[src/hpr_pkg.sv]
// Package for the hashed perceptron reuse predictor: sizes, payload types, ALU codes.
package hpr_pkg;

    localparam int WEIGHT_ROWS   = 256;
    localparam int HISTORY_DEPTH = 4;
    localparam int NUM_FEATURES  = 6;
    localparam int MAX_ROUNDS    = 64;

    localparam int ADDR_W        = 32;
    localparam int HIST_W        = 20;
    localparam int IDX_W         = $clog2(WEIGHT_ROWS);
    localparam int HIST_PTR_W    = $clog2(HISTORY_DEPTH);
    localparam int FEAT_W        = (NUM_FEATURES > 1) ? $clog2(NUM_FEATURES) : 1;
    localparam int ROUND_CNT_W   = $clog2(MAX_ROUNDS + 1);

    localparam int WEIGHT_W      = 16;
    localparam int RATE_W        = 8;
    localparam int SUM_W         = 19;
    localparam int ROUNDS_W      = 7;
    localparam int PROD_W        = WEIGHT_W + RATE_W;

    localparam int APB_ADDR_W    = 3;
    localparam int APB_DATA_W    = 32;

    localparam logic REG_THRESHOLD  = 1'b0;
    localparam logic REG_LEARN_RATE = 1'b1;

    localparam logic [WEIGHT_W-1:0] WEIGHT_INIT    = 16'd128;
    localparam logic [SUM_W-1:0]    THRESHOLD_INIT = 19'd512;
    localparam logic [RATE_W-1:0]   RATE_INIT      = 8'd26;

    typedef logic [HIST_W-1:0]                       hist_t;
    typedef logic [IDX_W-1:0]                        idx_t;
    typedef logic [NUM_FEATURES-1:0][IDX_W-1:0]      idx_vec_t;
    typedef logic [WEIGHT_W-1:0]                     weight_t;
    typedef logic [NUM_FEATURES-1:0][WEIGHT_W-1:0]   weight_vec_t;
    typedef logic [SUM_W-1:0]                        sum_t;

    typedef struct packed {
        logic              opcode;
        logic [ADDR_W-1:0] address;
        logic              reuse_outcome;
    } in_t;

    typedef struct packed {
        logic                predicted_reuse;
        logic [SUM_W-1:0]    weight_sum;
        logic [ROUNDS_W-1:0] train_rounds;
        logic                round_limit_hit;
    } out_t;

    typedef enum logic [1:0] {
        ALU_ADD = 2'd0,
        ALU_DEC = 2'd1,
        ALU_INC = 2'd2
    } alu_op_t;

    typedef struct packed {
        alu_op_t           op;
        logic [RATE_W-1:0] rate;
    } alu_req_t;

endpackage

[src/hpr_alu.sv]
// Shared arithmetic unit: accumulate a weight or scale it down or up by the learning rate.
module hpr_alu (
    input  hpr_pkg::alu_req_t req,
    input  hpr_pkg::weight_t  w,
    input  hpr_pkg::sum_t     acc,
    output hpr_pkg::weight_t  w_new,
    output hpr_pkg::sum_t     acc_new
);
    import hpr_pkg::*;

    logic [PROD_W-1:0]   prod;
    weight_t             delta;
    weight_t             step;
    logic [WEIGHT_W:0]   inc_sum;

    assign prod    = PROD_W'(w) * PROD_W'(req.rate);
    assign delta   = prod[PROD_W-1:RATE_W];
    assign step    = (delta == '0) ? WEIGHT_W'(1) : delta;
    assign inc_sum = {1'b0, w} + {1'b0, step};

    always_comb
    begin
        w_new   = w;
        acc_new = acc;
        unique case (req.op)
            ALU_ADD: acc_new = acc + SUM_W'(w);
            ALU_DEC: w_new   = w - delta;
            ALU_INC: w_new   = inc_sum[WEIGHT_W] ? '1 : inc_sum[WEIGHT_W-1:0];
            default: w_new   = w;
        endcase
    end

endmodule

[config.mk]
export PLATFORM = sky130hd
export DESIGN_NAME = hpr_alu
export DESIGN_NICKNAME = d
export VERILOG_FILES = /design/src/hpr_pkg.sv /design/src/hpr_alu.sv
export SDC_FILE = /design/constraint.sdc
export NUM_CORES = 1
export LEC_CHECK = 0
export BUFFER_PORTS_ARGS = -buffer_cell sky130_fd_sc_hd__buf_2
export CORE_AREA = 3 3 103 105
export DETAILED_ROUTE_END_ITERATION = 10
export DIE_AREA = 0 0 106 108
export PLACE_DENSITY = 0.87
export SKIP_LAST_GASP = 1
export SYNTH_ARGS = -nofsm -noshare
export SYNTH_HDL_FRONTEND = slang
export SYNTH_SLANG_ARGS = --single-unit
export TNS_END_PERCENT = 50
[constraint.sdc]
create_clock -name vclk -period 31.9
set_input_delay 6.38 -clock vclk [all_inputs]
set_output_delay 6.38 -clock vclk [all_outputs]
set_load 0.05 [all_outputs]
## Word-level counts from Yosys, hierarchy flattened

Cells that the tools add are included.

- $add $sub $neg: 3
- Multiply operators: 1
- Divide/modulo/power cells: 0
- Magnitude comparators: 0
- Equality and inequality tests: 2
- Shift-type cells: 0
- Mux-type cells: 4
- Bitwise gates (word level): 0
- Reductions and logical operators: 2

Operator list:

| cell | count |
|---|---|
| $mux 16 | 2 |
| $pmux 16 s2 | 1 |
| $mul 16x8->24 | 1 |
| $add 19x16->19 | 1 |
| $mux 19 | 1 |
| $add 16x16->17 | 1 |
| $logic_not 16->1 | 1 |
| $sub 16x16->16 | 1 |
| $eq 2x1->1 const B | 1 |
| $eq 2x2->1 const B | 1 |
| $logic_not 2->1 | 1 |

- Bits in registers: 0
- Latch bits: 0
- RAM bits: 0
- Bits in read-only memories: 0
- Input port bits: 45
- Output and inout bits: 35
- Word-level logic and storage cells: 12
- Memories kept: 0

## Logic depth before layout (Yosys ltp)

- Depth in word-level cells: 6
- Gate-level depth with buffers: 33
- Mapped depth without buffers: 32

## Least setup slack after synthesis

Ideal clock, no wire load.

- Kind: input to output
- Start: input req[6] in the netlist's numbering
- End: output w_new[12]
- Data arrival time: 13.737 ns
- Required time: 25.520 ns
- Path slack: 11.783 ns
- Stages on the path: 29
- Path buffers: 1
- Cells stage by stage: clkbuf_1 and2_1 fa_1 fa_1 fa_1 fa_1 ha_1 a21o_1 a21oi_2 and2b_2 o21ai_4 a41oi_4 o311ai_4 a2111oi_2 nor2_1 xnor2_1 o31ai_1 ha_1 fa_1 a21o_1 a21oi_1 o21ai_1 a31oi_1 o31a_1 o21ai_1 a311oi_1 a21oi_1 a21oi_1 o21ai_0

- Longest elaborated chain between the ends: 6
- Elaborated cells between the ends (all ways): 7
- Classes of those cells: add/sub: 2; mul: 1; mux: 3; reduce/logical: 1

Ends and longest elaborated chain:

| what | line | RTL |
|---|---|---|
| from (decl) | hpr_alu.sv:3 | `input hpr_pkg::alu_req_t req,` |
| $mul 16x8->24 * | hpr_alu.sv:16 | `assign prod = PROD_W'(w) * PROD_W'(req.rate);` |
| $logic_not 16->1 | hpr_alu.sv:18 | `assign step = (delta == '0) ? WEIGHT_W'(1) : delta;` |
| $mux 16 | hpr_alu.sv:18 |  |
| $add 16x16->17 | hpr_alu.sv:19 | `assign inc_sum = {1'b0, w} + {1'b0, step};` |
| $mux 16 | hpr_alu.sv:28 | `ALU_INC: w_new = inc_sum[WEIGHT_W] ? '1 : inc_sum[WEIGHT_W-1:0];` |
| $pmux 16 s2 * | hpr_alu.sv:25 | `unique case (req.op)` |
| to (decl) | hpr_alu.sv:6 | `output hpr_pkg::weight_t w_new,` |

Every way passes the cells marked *; elsewhere a longest branch is shown, timed or not.

## Worst setup path in the final report

- Start: input w[1]
- End: output w_new[8]

- Longest elaborated chain between the ends: 6
- Elaborated cells between the ends (all ways): 7
- Classes of those cells: add/sub: 2; mul: 1; mux: 3; reduce/logical: 1

Ends and longest elaborated chain:

| what | line | RTL |
|---|---|---|
| from (decl) | hpr_alu.sv:4 | `input hpr_pkg::weight_t w,` |
| $mul 16x8->24 | hpr_alu.sv:16 |  |
| $logic_not 16->1 | hpr_alu.sv:18 |  |
| $mux 16 | hpr_alu.sv:18 |  |
| $add 16x16->17 | hpr_alu.sv:19 |  |
| $mux 16 | hpr_alu.sv:28 |  |
| $pmux 16 s2 * | hpr_alu.sv:25 |  |

Marked as above.

==> run metrics <==
status completed; drt first pass iters 5; Post-Syn Area 6310 µm²; WP buf/inv 3; Initial DRC Count 311; final setup vio count 0; Final Cycle Share 65.8%; Final Net Count 1,041; WHS 13.13 ns; num ports 80; final slew viol count 0; n_diodes 0; WL per Instance 16.7 µm; die area 11,400 µm²; Yosys top cell area share 27.3%; Crit Path Class primary input to output pin; unrepaired setup endpoints after global routing no; final WL 15.9 mm; fill count 797; CP delay by family, top compound AO/OA/AOI/OAI gates; sequential cells 0; Initial Util 64.9%; non-filler cells, final 950; top cells by area, synth fa_1 27%, ha_1 18%, and2_1 11%; routed via count 5,665; CP Max Fanout 15; Slew headroom 34.6%; Max Cap Violations 0; Worst path max stage delay 0.67 ns; gr ovfl total 0; IO Port Bufs 80; Die X 106 µm; element type at the critical path end output pin; first-pass GRT wire length 26.9 mm; Synth area leader fa_1; Final HPWL DP 13.0 mm; largest net degree at the start of global routing 24; layout clock buffer count 0; slowest stage cell, crit path a311oi_1; Area Growth Syn to Fin 7.85%; share of cells above drive strength 1 12.7%; hold crit path type primary input to output pin; syn_area_per_cell 8.37 µm²; post-CTS setup buffers 0; dpl cells 950; Core Region 9730 µm²; worst-margin pin slew 0.981 ns; vias per std cell 5.96; Hold Violations, Final 0; Synth top cells by count 109 x and2_1, 91 x ha_1, 90 x inv_1; drt drc 0; RD Place Congestion 0.939; Util after Layout 70.0%; synth unique cells 58; initial antenna violation count 0; Vert. Die Dim 108 µm; Yosys warning total 0; WP data arrival 14.60 ns; Net Count, Synth 976; cts repair resizes 0; Routed Antenna Nets 0; Sequential Area 0 µm²; Required @ worst endpoint 25.52 ns; fmax 47.7 MHz; hold buffer count at cts 0; most frequent cell after synthesis and2_1; Seq/Total Area, Yosys 0%; Total GRT Usage 28.0%; vias in the first global route 5,920; critical path startpoint category primary input; Setup TNS 0 ns; cell mode on critical path fa_1; Synth Instances 754; min Tclk post-route 20.98 ns; # rows 36
-- worst paths after layout --
kind  startpoint     endpoint  depth (start not counted)
max         w[1]     w_new[8]                         30
min      acc[18]  acc_new[18]                          3
-- layer usage --
| layer | wire (µm) | part of all wire, % | global-route usage [%] | vias up |
|---|---|---|---|---|
| met1 | 6480 | 41 | 35.6 | 2790 |
| met3 | 840 | 5.3 | 1.37 | 18 |
| met2 | 8410 | 53 | 53.6 | 193 |
| li1 | - | - | - | 2664 |
| met4 | 151 | 0.95 | 4.44 | 0 |
| met5 | 0 | 0 | 0 | - |
-- placed cells by master, fill, tap and decap left out, drive strengths merged, types with 2 or more instances in the layout --
master	Yosys	layout
a21boi	2	2
o21bai	11	11
o211ai	5	5
o221ai	3	3
buf	4	80
xor2	19	19
nor3	9	9
xnor2	34	34
a21oi	47	47
ha	91	91
nand3	9	9
and2	109	109
o31a	2	2
nor2	32	32
or3	5	5
nand2	44	44
nor4b	3	3
o31ai	3	3
a211oi	8	8
and2b	2	2
o21ai	30	30
fa	86	86
nor2b	7	7
a21o	18	18
nand4	2	2
and3	6	6
nand2b	6	6
a211o	6	6
a31oi	9	9
inv	90	90
mux2	13	13
o21a	5	5
nand3b	5	5
-- metrics by stage --
stage	area, µm²	setup slack (ns)
floorplan	6310	11.78
CTS	6810	11.01
global route	6810	10.47
global placement	6810	11.35
detailed placement	6810	11.04
finish	6810	10.92
-- logic make-up (layout without fill, tap and decap cells) --
kind of cell               count (synthesis)  after routing  share of synthesized area, %
AOI/OAI and AO/OA                        158            158                          17.0
adders and majority gates                177            177                          45.3
and+or+nand+nor                          246            246                          21.5
muxes                                     13             13                          2.32
xor gates and xnor gates                  53             53                          7.35
buffers and inverters                    107            170                          6.48
-- area by class of cell --
cell class | instances | area [µm²] | area share, %
repair buffers | 80 | 400 | 5.88
inverters | 90 | 338 | 4.96
multi-input cells | 647 | 5900 | 86.7
well taps | 133 | 166 | 2.44
Power is left out: the tool's default activity adds up to more than one toggle a clock period on the data nets, which glitch-free logic cannot reach.
