### src/hpr_pkg.sv
// Package for the hashed perceptron reuse predictor: sizes, payload types, ALU codes.
package hpr_pkg;

    localparam int WEIGHT_ROWS   = 256;
    localparam int HISTORY_DEPTH = 4;
    localparam int NUM_FEATURES  = 6;
    localparam int MAX_ROUNDS    = 64;

    localparam int ADDR_W        = 32;
    localparam int HIST_W        = 20;
    localparam int IDX_W         = $clog2(WEIGHT_ROWS);
    localparam int HIST_PTR_W    = $clog2(HISTORY_DEPTH);
    localparam int FEAT_W        = (NUM_FEATURES > 1) ? $clog2(NUM_FEATURES) : 1;
    localparam int ROUND_CNT_W   = $clog2(MAX_ROUNDS + 1);

    localparam int WEIGHT_W      = 16;
    localparam int RATE_W        = 8;
    localparam int SUM_W         = 19;
    localparam int ROUNDS_W      = 7;
    localparam int PROD_W        = WEIGHT_W + RATE_W;

    localparam int APB_ADDR_W    = 3;
    localparam int APB_DATA_W    = 32;

    localparam logic REG_THRESHOLD  = 1'b0;
    localparam logic REG_LEARN_RATE = 1'b1;

    localparam logic [WEIGHT_W-1:0] WEIGHT_INIT    = 16'd128;
    localparam logic [SUM_W-1:0]    THRESHOLD_INIT = 19'd512;
    localparam logic [RATE_W-1:0]   RATE_INIT      = 8'd26;

    typedef logic [HIST_W-1:0]                       hist_t;
    typedef logic [IDX_W-1:0]                        idx_t;
    typedef logic [NUM_FEATURES-1:0][IDX_W-1:0]      idx_vec_t;
    typedef logic [WEIGHT_W-1:0]                     weight_t;
    typedef logic [NUM_FEATURES-1:0][WEIGHT_W-1:0]   weight_vec_t;
    typedef logic [SUM_W-1:0]                        sum_t;

    typedef struct packed {
        logic              opcode;
        logic [ADDR_W-1:0] address;
        logic              reuse_outcome;
    } in_t;

    typedef struct packed {
        logic                predicted_reuse;
        logic [SUM_W-1:0]    weight_sum;
        logic [ROUNDS_W-1:0] train_rounds;
        logic                round_limit_hit;
    } out_t;

    typedef enum logic [1:0] {
        ALU_ADD = 2'd0,
        ALU_DEC = 2'd1,
        ALU_INC = 2'd2
    } alu_op_t;

    typedef struct packed {
        alu_op_t           op;
        logic [RATE_W-1:0] rate;
    } alu_req_t;

endpackage

### src/hpr_history.sv
// Address history ring and shift/XOR hashing into per-table indexes.
module hpr_history (
    input  logic             clk,
    input  logic             rst_n,
    input  logic             push,
    input  hpr_pkg::hist_t   push_addr,
    output hpr_pkg::idx_vec_t idx
);
    import hpr_pkg::*;

    hist_t                 hist_reg [HISTORY_DEPTH];
    logic [HIST_PTR_W-1:0] tail_reg;
    logic [HIST_PTR_W-1:0] tail_next;
    hist_t                 h [4];
    hist_t                 f;

    always_comb
    begin
        if (tail_reg == HIST_PTR_W'(HISTORY_DEPTH - 1))
        begin
            tail_next = '0;
        end
        else
        begin
            tail_next = tail_reg + 1'b1;
        end
    end

    always_ff @(posedge clk or negedge rst_n)
    begin
        if (!rst_n)
        begin
            tail_reg <= '0;
            for (int i = 0; i < HISTORY_DEPTH; i++)
            begin
                hist_reg[i] <= '0;
            end
        end
        else if (push)
        begin
            tail_reg            <= tail_next;
            hist_reg[tail_next] <= push_addr;
        end
    end

    always_comb
    begin
        for (int i = 0; i < 4; i++)
        begin
            if (tail_reg >= HIST_PTR_W'(i))
            begin
                h[i] = hist_reg[tail_reg - HIST_PTR_W'(i)];
            end
            else
            begin
                h[i] = hist_reg[tail_reg + HIST_PTR_W'(HISTORY_DEPTH - i)];
            end
        end
    end

    always_comb
    begin
        f   = '0;
        idx = '0;
        for (int k = 0; k < NUM_FEATURES; k++)
        begin
            case (k)
                0:       f = (h[0] >> 2) ^ h[0];
                1:       f = (h[1] >> 1) ^ h[0];
                2:       f = (h[2] >> 2) ^ h[0];
                3:       f = (h[3] >> 3) ^ h[0];
                4:       f = (h[0] >> 4) ^ h[0];
                default: f = (h[0] >> 7) ^ h[0];
            endcase
            idx[k] = f[IDX_W-1:0];
        end
    end

endmodule

### config.mk
export PLATFORM = sky130hd
export DESIGN_NAME = hpr_history
export DESIGN_NICKNAME = d
export VERILOG_FILES = /design/src/hpr_pkg.sv /design/src/hpr_history.sv
export SDC_FILE = /design/constraint.sdc
export NUM_CORES = 1
export LEC_CHECK = 0
export BUFFER_PORTS_ARGS = -buffer_cell sky130_fd_sc_hd__buf_2
export CAP_MARGIN = 0
export CORE_ASPECT_RATIO = 1.75
export CORE_UTILIZATION = 45
export DETAILED_ROUTE_END_ITERATION = 8
export PLACE_DENSITY_LB_ADDON = 0.1
export SKIP_LAST_GASP = 1
export SYNTH_ARGS = -nofsm -noshare
export SYNTH_HDL_FRONTEND = slang
export SYNTH_SLANG_ARGS = --single-unit
### constraint.sdc
create_clock -name clk -period 6.8 [get_ports clk]
set_clock_uncertainty 0.1 [all_clocks]
set_input_delay 1.36 -clock clk [delete_from_list [all_inputs] [get_ports clk]]
set_output_delay 1.36 -clock clk [all_outputs]
set_load 0.02 [all_outputs]
Word level (Yosys, flattened, before mapping):

Cells that the tools add are included.

* flip-flop bits (word level): 82
* output and inout port bits: 48
* word-level logic and storage cells: 67

* add/sub/neg operators: 6
* $lt $le $gt $ge: 12
* equal/unequal tests: 1
* multiplexer cells: 28
* bitwise gates (word level): 14
* reduce and logical (&&, ||, !) cells: 1

Operators by type and width (number)
* $bmux 20 s2: 7
* $bwmux 80: 1
* $mux 11: 5
* $mux 10: 5
* $xor 8x8->8: 6
* $mux 9: 5
* $demux 20 s2: 1
* $mux 15: 2
* $ge 3x3->1 const B: 8
* $not 2->3: 8
* $mux 20: 1
* $add 2x2->2 const B: 2
* $ge 2x2->1 const B: 2
* $sub 2x2->2 const B: 2
* $lt 3x1->1 const B: 1
* $add 2x1->2 const B: 1
* $eq 2x2->1 const B: 1
* $ge 2x1->1 const B: 1
* $mux 2: 1
* $sub 2x1->2 const B: 1
* $logic_and 1x1->1: 1

Depth between registers and ports, before layout:

Gate-level depths: netlist of run 1.

* depth after elaboration: 8
* gate-level depth with buffers: 9
* depth with buffers taken out: 4

Worst setup path after synthesis of run 1:

Ideal clock, no wire load.

* path kind: register -> output
* from: reg tail_reg[1]
* to: out idx[8] (netlist name)
* arrival time: 2.489 ns
* required time: 5.340 ns
* path slack: 2.851 ns
* cell stages (with the launch flop): 10
* buffers on the path: 5
* path through: dfrtp_1 > buf_2 > buf_4 > buf_2 > inv_1 > ha_1 > buf_4 > buf_1 > mux4_2 > xor2_1

RTL lines
* from (decl): RTL line hpr_history.sv:12 `logic [HIST_PTR_W-1:0] tail_reg;`
* from (signal assigned): RTL line hpr_history.sv:41 `tail_reg <= tail_next;`
* to (decl): RTL line hpr_history.sv:7 `output hpr_pkg::idx_vec_t idx`

==> flow_summary.toml, run 1 <==
[outcome]
status = "finished, final reports clean"

[global_routing]
grt_pass1_vias = 2359
grt_usage_pct = 19.7
grt_max_degree = 63
grt_overflow = 0
grt_pass1_wl_um = 12600
antenna_found_initial = 0

[floorplanning]
initial_utilization_pct = 46.2
core-area_um2 = 8260
die_w_um = 71.6
die_area_um2 = 8870
rows = 44
io_pins = 71
fp.dieH_um = 124

[cells_and_area]
final_cell_mix = "buf_2 (65), dfrtp_1 (61), mux2_2 (60), xor2_1 (48), mux4_2 (34)"
final_util_pct = 53.8
num-fill-cells = 734
area_delta_synth_final_pct = 16.3
final_nets = 329
diodes = 0
drive_gt1_share_pct = 58.3
layout_commonest_cell = "buf_2"
largest_reg_flops = 60

[clock_tree]
clk_pin_slew_ps = 50
cts_inserted_buffers = 9
clock_latency_ps = 330
ctsResizeCount = 0
clockBufferDepth = 2
clock-sinks = 62
root_buffer = "clkbuf_16"
cts_setup_buffers = 0
htree_levels = 3
tritoncts = "built"
cts_hold_buf = 0

[yosys]
synth-compound-area-share_pct = 0.262
synth_xor_area_share_pct = 11.0
ys_types = 16
synth-simple-area-share_pct = 0.721
synth_mux_area_share_pct = 41.2
syn_inst = 246
synth_area_per_cell_um2 = 15.5
synth-adder-area-share_pct = 1.31
syn-cell-area_um2 = 3820
yosysSeqAreaShare_pct = 40.6
synth-seq-cells = 62
ys_warn_count = 0
synth_top_family_by_area = "multiplexers"
synthesis.nets = 273

[timing]
worst_slew_pin_slew_ps = 861
grt_setup_unrepaired = "no"
clock.fmax_mhz = 243
slew-limit-headroom_pct = 42.6
finalSetupViolations = 0
tns_ps = 0
slew_viol_final = 0
final-hold-violation-count = 0
min_period_ps = 4120
finalCritPeriodShare_pct = 60.6

[setup_path]
crit_arrival_ps = 2660
path_class = "reg2out"
max_stage_delay_ps = 880
critPathLaunchType = "register"
worst_setup_path_end_kind = "output pin"
cp.required_ps = 5340
rrSetupSlack_ps = 4400
crit_path_max_fanout = 42
cp_slowest_cell = "mux4_1"
r2r_cells = 4
path_cells = "buf_4 -> mux4_1 -> xor2_1 -> buf_2"

[placed_design]
dp_hpwl_um = 5260
portBuffers = 65
gp_congestion = 0.725

[detailed_routing]
first_pass_iters = 4
wl_met1_um = 3160
num_vias = 2323
antenna_left = 0
highest_layer = "met4"
drtIter0Drc = 82
wl_met3_um = 279
wl_met2_um = 4320
avgViaCountPerCell = 5.82
route.detailed.wl_per_inst_um = 19.8
drcViolationCount = 0
wl_um = 7900

[flow_run]
max-cap-violations = 0

[worst_hold_path]
hold_class = "reg2reg"
hold_depth = 1
cells in the mapped netlist:
| cell type | number | area share (%) |
|---|---|---|
| xor2_1 | 48 | 11 |
| buf_12 | 1 | 0.52 |
| dfrtp_1 | 62 | 41 |
| buf_2 | 10 | 1.3 |
| or3b_2 | 1 | 0.23 |
| o21ai_0 | 2 | 0.26 |
| clkbuf_1 | 1 | 0.098 |
| mux4_1 | 5 | 3.4 |
| buf_1 | 1 | 0.098 |
| nand2_1 | 5 | 0.49 |
| mux2_2 | 60 | 18 |
| buf_6 | 7 | 2.1 |
| mux4_2 | 34 | 20 |
| ha_1 | 4 | 1.3 |
| inv_1 | 2 | 0.20 |
| buf_4 | 3 | 0.59 |
cell families (layout without fill, tap and decap cells):
logic type,after synthesis,after routing
and+or+nand+nor,6,6
AOI/OAI and AO/OA,2,2
xor gates and xnor gates,48,48
DFF,62,62
buffers and inverters,25,86
adders and majority gates,4,4
muxes,99,99
stage by stage:
| stage | setup WS, ps | instances | hold WS (ps) | area, um2 |
|---|---|---|---|---|
| after floorplan | 2850 | 246 | 370 | 3820 |
| after global routing | 2520 | 399 | 407 | 4440 |
| after detailed placement | 3010 | 383 | 387 | 4100 |
| final | 2680 | 399 | 396 | 4440 |
| after global placement | 3020 | 383 | 383 | 4100 |
| after CTS | 2650 | 399 | 398 | 4440 |
per-layer routing:
| layer | global-route usage, % | vias up |
|---|---|---|
| met2 | 34.6 | 57 |
| met5 | 0 | - |
| li1 | - | 1031 |
| met4 | 8.09 | 0 |
| met1 | 23.1 | 1223 |
| met3 | 4.45 | 12 |
cell type report:
| type | count | area, um2 | area share, % |
|---|---|---|---|
| clock buffers | 13 | 270 | 6.09 |
| clock inverters | 3 | 65.1 | 1.47 |
| inverters | 2 | 7.51 | 0.169 |
| multi-input cells | 159 | 2080 | 46.9 |
| flip-flops and latches | 62 | 1550 | 35.0 |
| well taps | 92 | 115 | 2.59 |
| repair buffers | 68 | 348 | 7.84 |
critical path: cells and delay by family (launching register included):
kind / cells / cell delay (ps)
mux: 1 / 880
buf+inv: 2 / 770
flops: 1 / 350
xor+xnor: 1 / 300
final timing paths:
kind	from	endpoint
min	hist_reg[40]$_DFFE_PN0P_	hist_reg[40]$_DFFE_PN0P_
min in group asynchronous	rst_n	hist_reg[26]$_DFFE_PN0P_
max	tail_reg[0]$_DFFE_PN0P_	idx[43]
min reg2reg	hist_reg[40]$_DFFE_PN0P_	hist_reg[40]$_DFFE_PN0P_
max reg2reg	tail_reg[0]$_DFFE_PN0P_	hist_reg[63]$_DFFE_PN0P_
max in group asynchronous	rst_n	tail_reg[0]$_DFFE_PN0P_
Power of run 1 is left out: the tool's default activity adds up to more than one toggle a clock period on the data nets, which glitch-free logic cannot reach.
==> run 2: changes to the inputs <==
Clock period 6.8 ns to 3.8 ns, I/O delays scaled along.
==> flow_summary.toml, run 2 (synthesis gave the netlist of run 1 again) <==
[clock_tree]
clk_pin_slew_ps = 50
cts_inserted_buffers = 9
cts_setup_buffers = 0
clock_latency_ps = 320
htree_levels = 3
ctsResizeCount = 0
root_buffer = "clkbuf_16"
clock-sinks = 62
tritoncts = "built"
cts_hold_buf = 0
clockBufferDepth = 2

[setup_path]
crit_path_max_fanout = 10
r2r_end = "hist_reg[69]$_DFFE_PN0P_"
cp_slowest_cell = "ha_1"
max_stage_delay_ps = 640
worst_setup_path_end_kind = "output pin"
reg2reg_from = "tail_reg[1]$_DFFE_PN0P_"
cp.required_ps = 2940
path_class = "reg2out"
path_cells = "inv_1 -> ha_1 -> mux4_2 -> xor2_1 -> buf_2"
cp_num_buf_inv = 2
crit_arrival_ps = 2410
critPathLaunchType = "register"
r2r_cells = 4
crit_family = "adder cells"
rrSetupSlack_ps = 1670

[detailed_routing]
antenna_left = 0
highest_layer = "met4"
wl_met3_um = 291
first_pass_iters = 4
num_vias = 2321
wl_met2_um = 4260
wl_met1_um = 3110
drcViolationCount = 0
wl_um = 7820
drtIter0Drc = 31
avgViaCountPerCell = 5.82
route.detailed.wl_per_inst_um = 19.6

[global_routing]
grt_pass1_vias = 2312
grt_usage_pct = 19.5
antenna_found_initial = 1
grt_pass1_wl_um = 12500
grt_max_degree = 48
grt_overflow = 0

[placed_design]
dp_hpwl_um = 5420
gp_congestion = 0.725
portBuffers = 65
placedCellCount = 384

[worst_hold_path]
hp-start = "hist_reg[40]$_DFFE_PN0P_"
hold_class = "reg2reg"
hold_depth = 1
min_delay_worst_endpoint = "hist_reg[40]$_DFFE_PN0P_"

[floorplanning]
core-area_um2 = 8260
initial_utilization_pct = 46.2
die_w_um = 71.6
rows = 44
die_area_um2 = 8870
io_pins = 71
fp.dieH_um = 124

[timing]
grt_setup_unrepaired = "no"
final-hold-violation-count = 0
finalSetupViolations = 0
finalCritPeriodShare_pct = 86.0
clock.fmax_mhz = 306
slew_viol_final = 0
tns_ps = 0
slew-limit-headroom_pct = 27.8
min_period_ps = 3270
worst_slew_pin_slew_ps = 1080

[cells_and_area]
largest_reg_flops = 60
fin_cells = 399
layout_commonest_cell = "buf_2"
area_delta_synth_final_pct = 15.0
final_cell_mix = "buf_2 (65), dfrtp_1 (61), mux2_2 (60), xor2_1 (48), mux4_2 (34)"
drive_gt1_share_pct = 57.7
diodes = 0
final_nets = 330

[flow_run]
max-cap-violations = 0

[outcome]
status = "finished, final reports clean"
## run 2: cell count changes in the layout (fill, tap and decap cells not counted)
cell and delta:
clkbuf_8 -1, buf_12 +1, clkbuf_1 +2, bufinv_16 -2
## run 2: worst reg2reg max path, stage by stage, from the launching register on
cell and delay (ps):
dfrtp_1 350, buf_4 350, ha_1 240, nand2_1 500, mux2_2 490
## run 2: worst max path at each step
stage / from / endpoint / slack [ps] / cells after the start
floorplan: tail_reg[1]$_DFFE_PN0P_ / idx[8] / 450 / 9
global placement: tail_reg[0]$_DFFE_PN0P_ / idx[31] / 890 / 5
detailed placement: tail_reg[0]$_DFFE_PN0P_ / idx[31] / 860 / 5
CTS: tail_reg[0]$_DFFE_PN0P_ / idx[31] / 500 / 5
global route: tail_reg[0]$_DFFE_PN0P_ / idx[8] / 400 / 6
finish: tail_reg[0]$_DFFE_PN0P_ / idx[31] / 530 / 5
## run 2: cell type report
| type | instances | area, um2 |
|---|---|---|
| tap | 92 | 115 |
| sequential | 62 | 1550 |
| clock buffer | 14 | 264 |
| clock inverter | 1 | 5.00 |
| inverter | 2 | 7.51 |
| timing repair buffer | 69 | 368 |
| fill | 706 | 3860 |
| multi-input combinational | 159 | 2080 |
## run 2: per-layer routing
layer,global-route usage (%),vias to the layer above
met5,0,-
met4,8.82,0
met3,4.13,11
met2,34.4,63
met1,22.4,1217
li1,-,1030
## run 2: metrics by stage
step | hold slack [ps] | setup WS, ps | area (um2) | utilization [%]
floorplan | 364 | 451 | 3820 | -
global placement | 381 | 886 | 4120 | 49.9
detailed placement | 387 | 856 | 4120 | 49.9
CTS | 399 | 500 | 4390 | 53.2
global route | 405 | 395 | 4390 | 53.2
finish | 393 | 532 | 4390 | 53.2
Power of run 2 is left out for the same reason.
==> run 3: changes to the inputs <==
Settings changed: CTS_BUF_LIST set to sky130_fd_sc_hd__clkbuf_4 sky130_fd_sc_hd__clkbuf_8 sky130_fd_sc_hd__clkbuf_16.
==> flow_summary.toml, run 3 (synthesis gave the netlist of run 1 again) <==
[timing]
tns_ps = 0
finalCritPeriodShare_pct = 85.4
grt_setup_unrepaired = "no"
finalSetupViolations = 0
worst_slew_pin_slew_ps = 1080
clock.fmax_mhz = 308
slew-limit-headroom_pct = 28.0
slew_viol_final = 0
fin_ws_ps = 556
min_period_ps = 3240
final-hold-violation-count = 0

[clock_tree]
cts_inserted_buffers = 9
cts_hold_buf = 0
clock-sinks = 62
htree_levels = 3
ctsResizeCount = 0
clk_pin_slew_ps = 50
root_buffer = "clkbuf_16"
tritoncts = "built"
clockBufferDepth = 2
cts_setup_buffers = 0
clock_latency_ps = 320

[global_routing]
grt_usage_pct = 19.4
antenna_found_initial = 1
grt_pass1_vias = 2319
grt_util_met2_pct = 34.5
grt_overflow = 0
grt_max_degree = 48
grt_busiest_layer = "met2"
met3_usage_pct = 3.40
grt_pass1_wl_um = 12500
grt_util_met1_pct = 22.4

[floorplanning]
core-area_um2 = 8260
die_w_um = 71.6
initial_utilization_pct = 46.2
io_pins = 71
fp.dieH_um = 124
die_area_um2 = 8870
rows = 44

[detailed_routing]
first_pass_iters = 4
wl_um = 7780
num_vias = 2296
drtIter0Drc = 32
drcViolationCount = 0
antenna_left = 0
route.detailed.wl_per_inst_um = 19.5
avgViaCountPerCell = 5.75

[cells_and_area]
final_cell_mix = "buf_2 (65), dfrtp_1 (61), mux2_2 (60), xor2_1 (48), mux4_2 (34)"
final_nets = 330
diodes = 0
drive_gt1_share_pct = 58.6
final_util_pct = 53.3
largest_reg_flops = 60
fin_cells = 399
num-fill-cells = 704
layout_commonest_cell = "buf_2"
area_delta_synth_final_pct = 15.3

[setup_path]
cp.required_ps = 2940
worst_setup_path_end_kind = "output pin"
crit_arrival_ps = 2380
crit_path_max_fanout = 10
path_class = "reg2out"
critPathLaunchType = "register"

[flow_run]
max-cap-violations = 0

[outcome]
status = "finished, final reports clean"

[placed_design]
gp_congestion = 0.725
dp_hpwl_um = 5420
portBuffers = 65
dp_slack_ps = 856
placedCellCount = 384

[worst_hold_path]
hold_class = "reg2reg"
-- run 3: per-layer routing --
metal | part of all wire [%] | wire length [um]
met1 | 40 | 3130
met3 | 3.5 | 270
met2 | 54 | 4200
met4 | 2.3 | 177
met5 | 0 | 0
-- run 3: path summary, 6_finish.rpt --
kind | startpoint | to | slack [ps] | depth (start not counted)
min reg2reg | hist_reg[40]$_DFFE_PN0P_ | hist_reg[40]$_DFFE_PN0P_ | 390 | 1
max | tail_reg[0]$_DFFE_PN0P_ | idx[31] | 560 | 5
max in group asynchronous | rst_n | hist_reg[52]$_DFFE_PN0P_ | 2240 | 2
max reg2reg | tail_reg[1]$_DFFE_PN0P_ | hist_reg[69]$_DFFE_PN0P_ | 1660 | 4
min in group asynchronous | rst_n | hist_reg[6]$_DFFE_PN0P_ | 530 | 1
min | hist_reg[40]$_DFFE_PN0P_ | hist_reg[40]$_DFFE_PN0P_ | 390 | 1
-- run 3: metrics by stage --
stage / hold WS [ps] / instance area [um2]
after detailed placement: 387 / 4120
final: 393 / 4400
after CTS: 399 / 4400
after floorplan: 364 / 3820
after global routing: 405 / 4400
after global placement: 381 / 4120
-- run 3: area by class of cell --
| type | instances | area (um2) | area share, % |
|---|---|---|---|
| clock buffers | 14 | 275 | 6.25 |
| clock inverters | 1 | 5.00 | 0.114 |
| inverters | 2 | 7.51 | 0.170 |
| multi-input cells | 159 | 2080 | 47.2 |
| flip-flops and latches | 62 | 1550 | 35.3 |
| well taps | 92 | 115 | 2.61 |
| repair buffers | 69 | 368 | 8.35 |
-- run 3: critical path, stage by stage, from the launching register on --
cell and delay (ps):
dfrtp_2 380, inv_1 80, ha_1 630, mux4_2 580, xor2_1 200, buf_2 200
Power of run 3 is left out for the same reason.
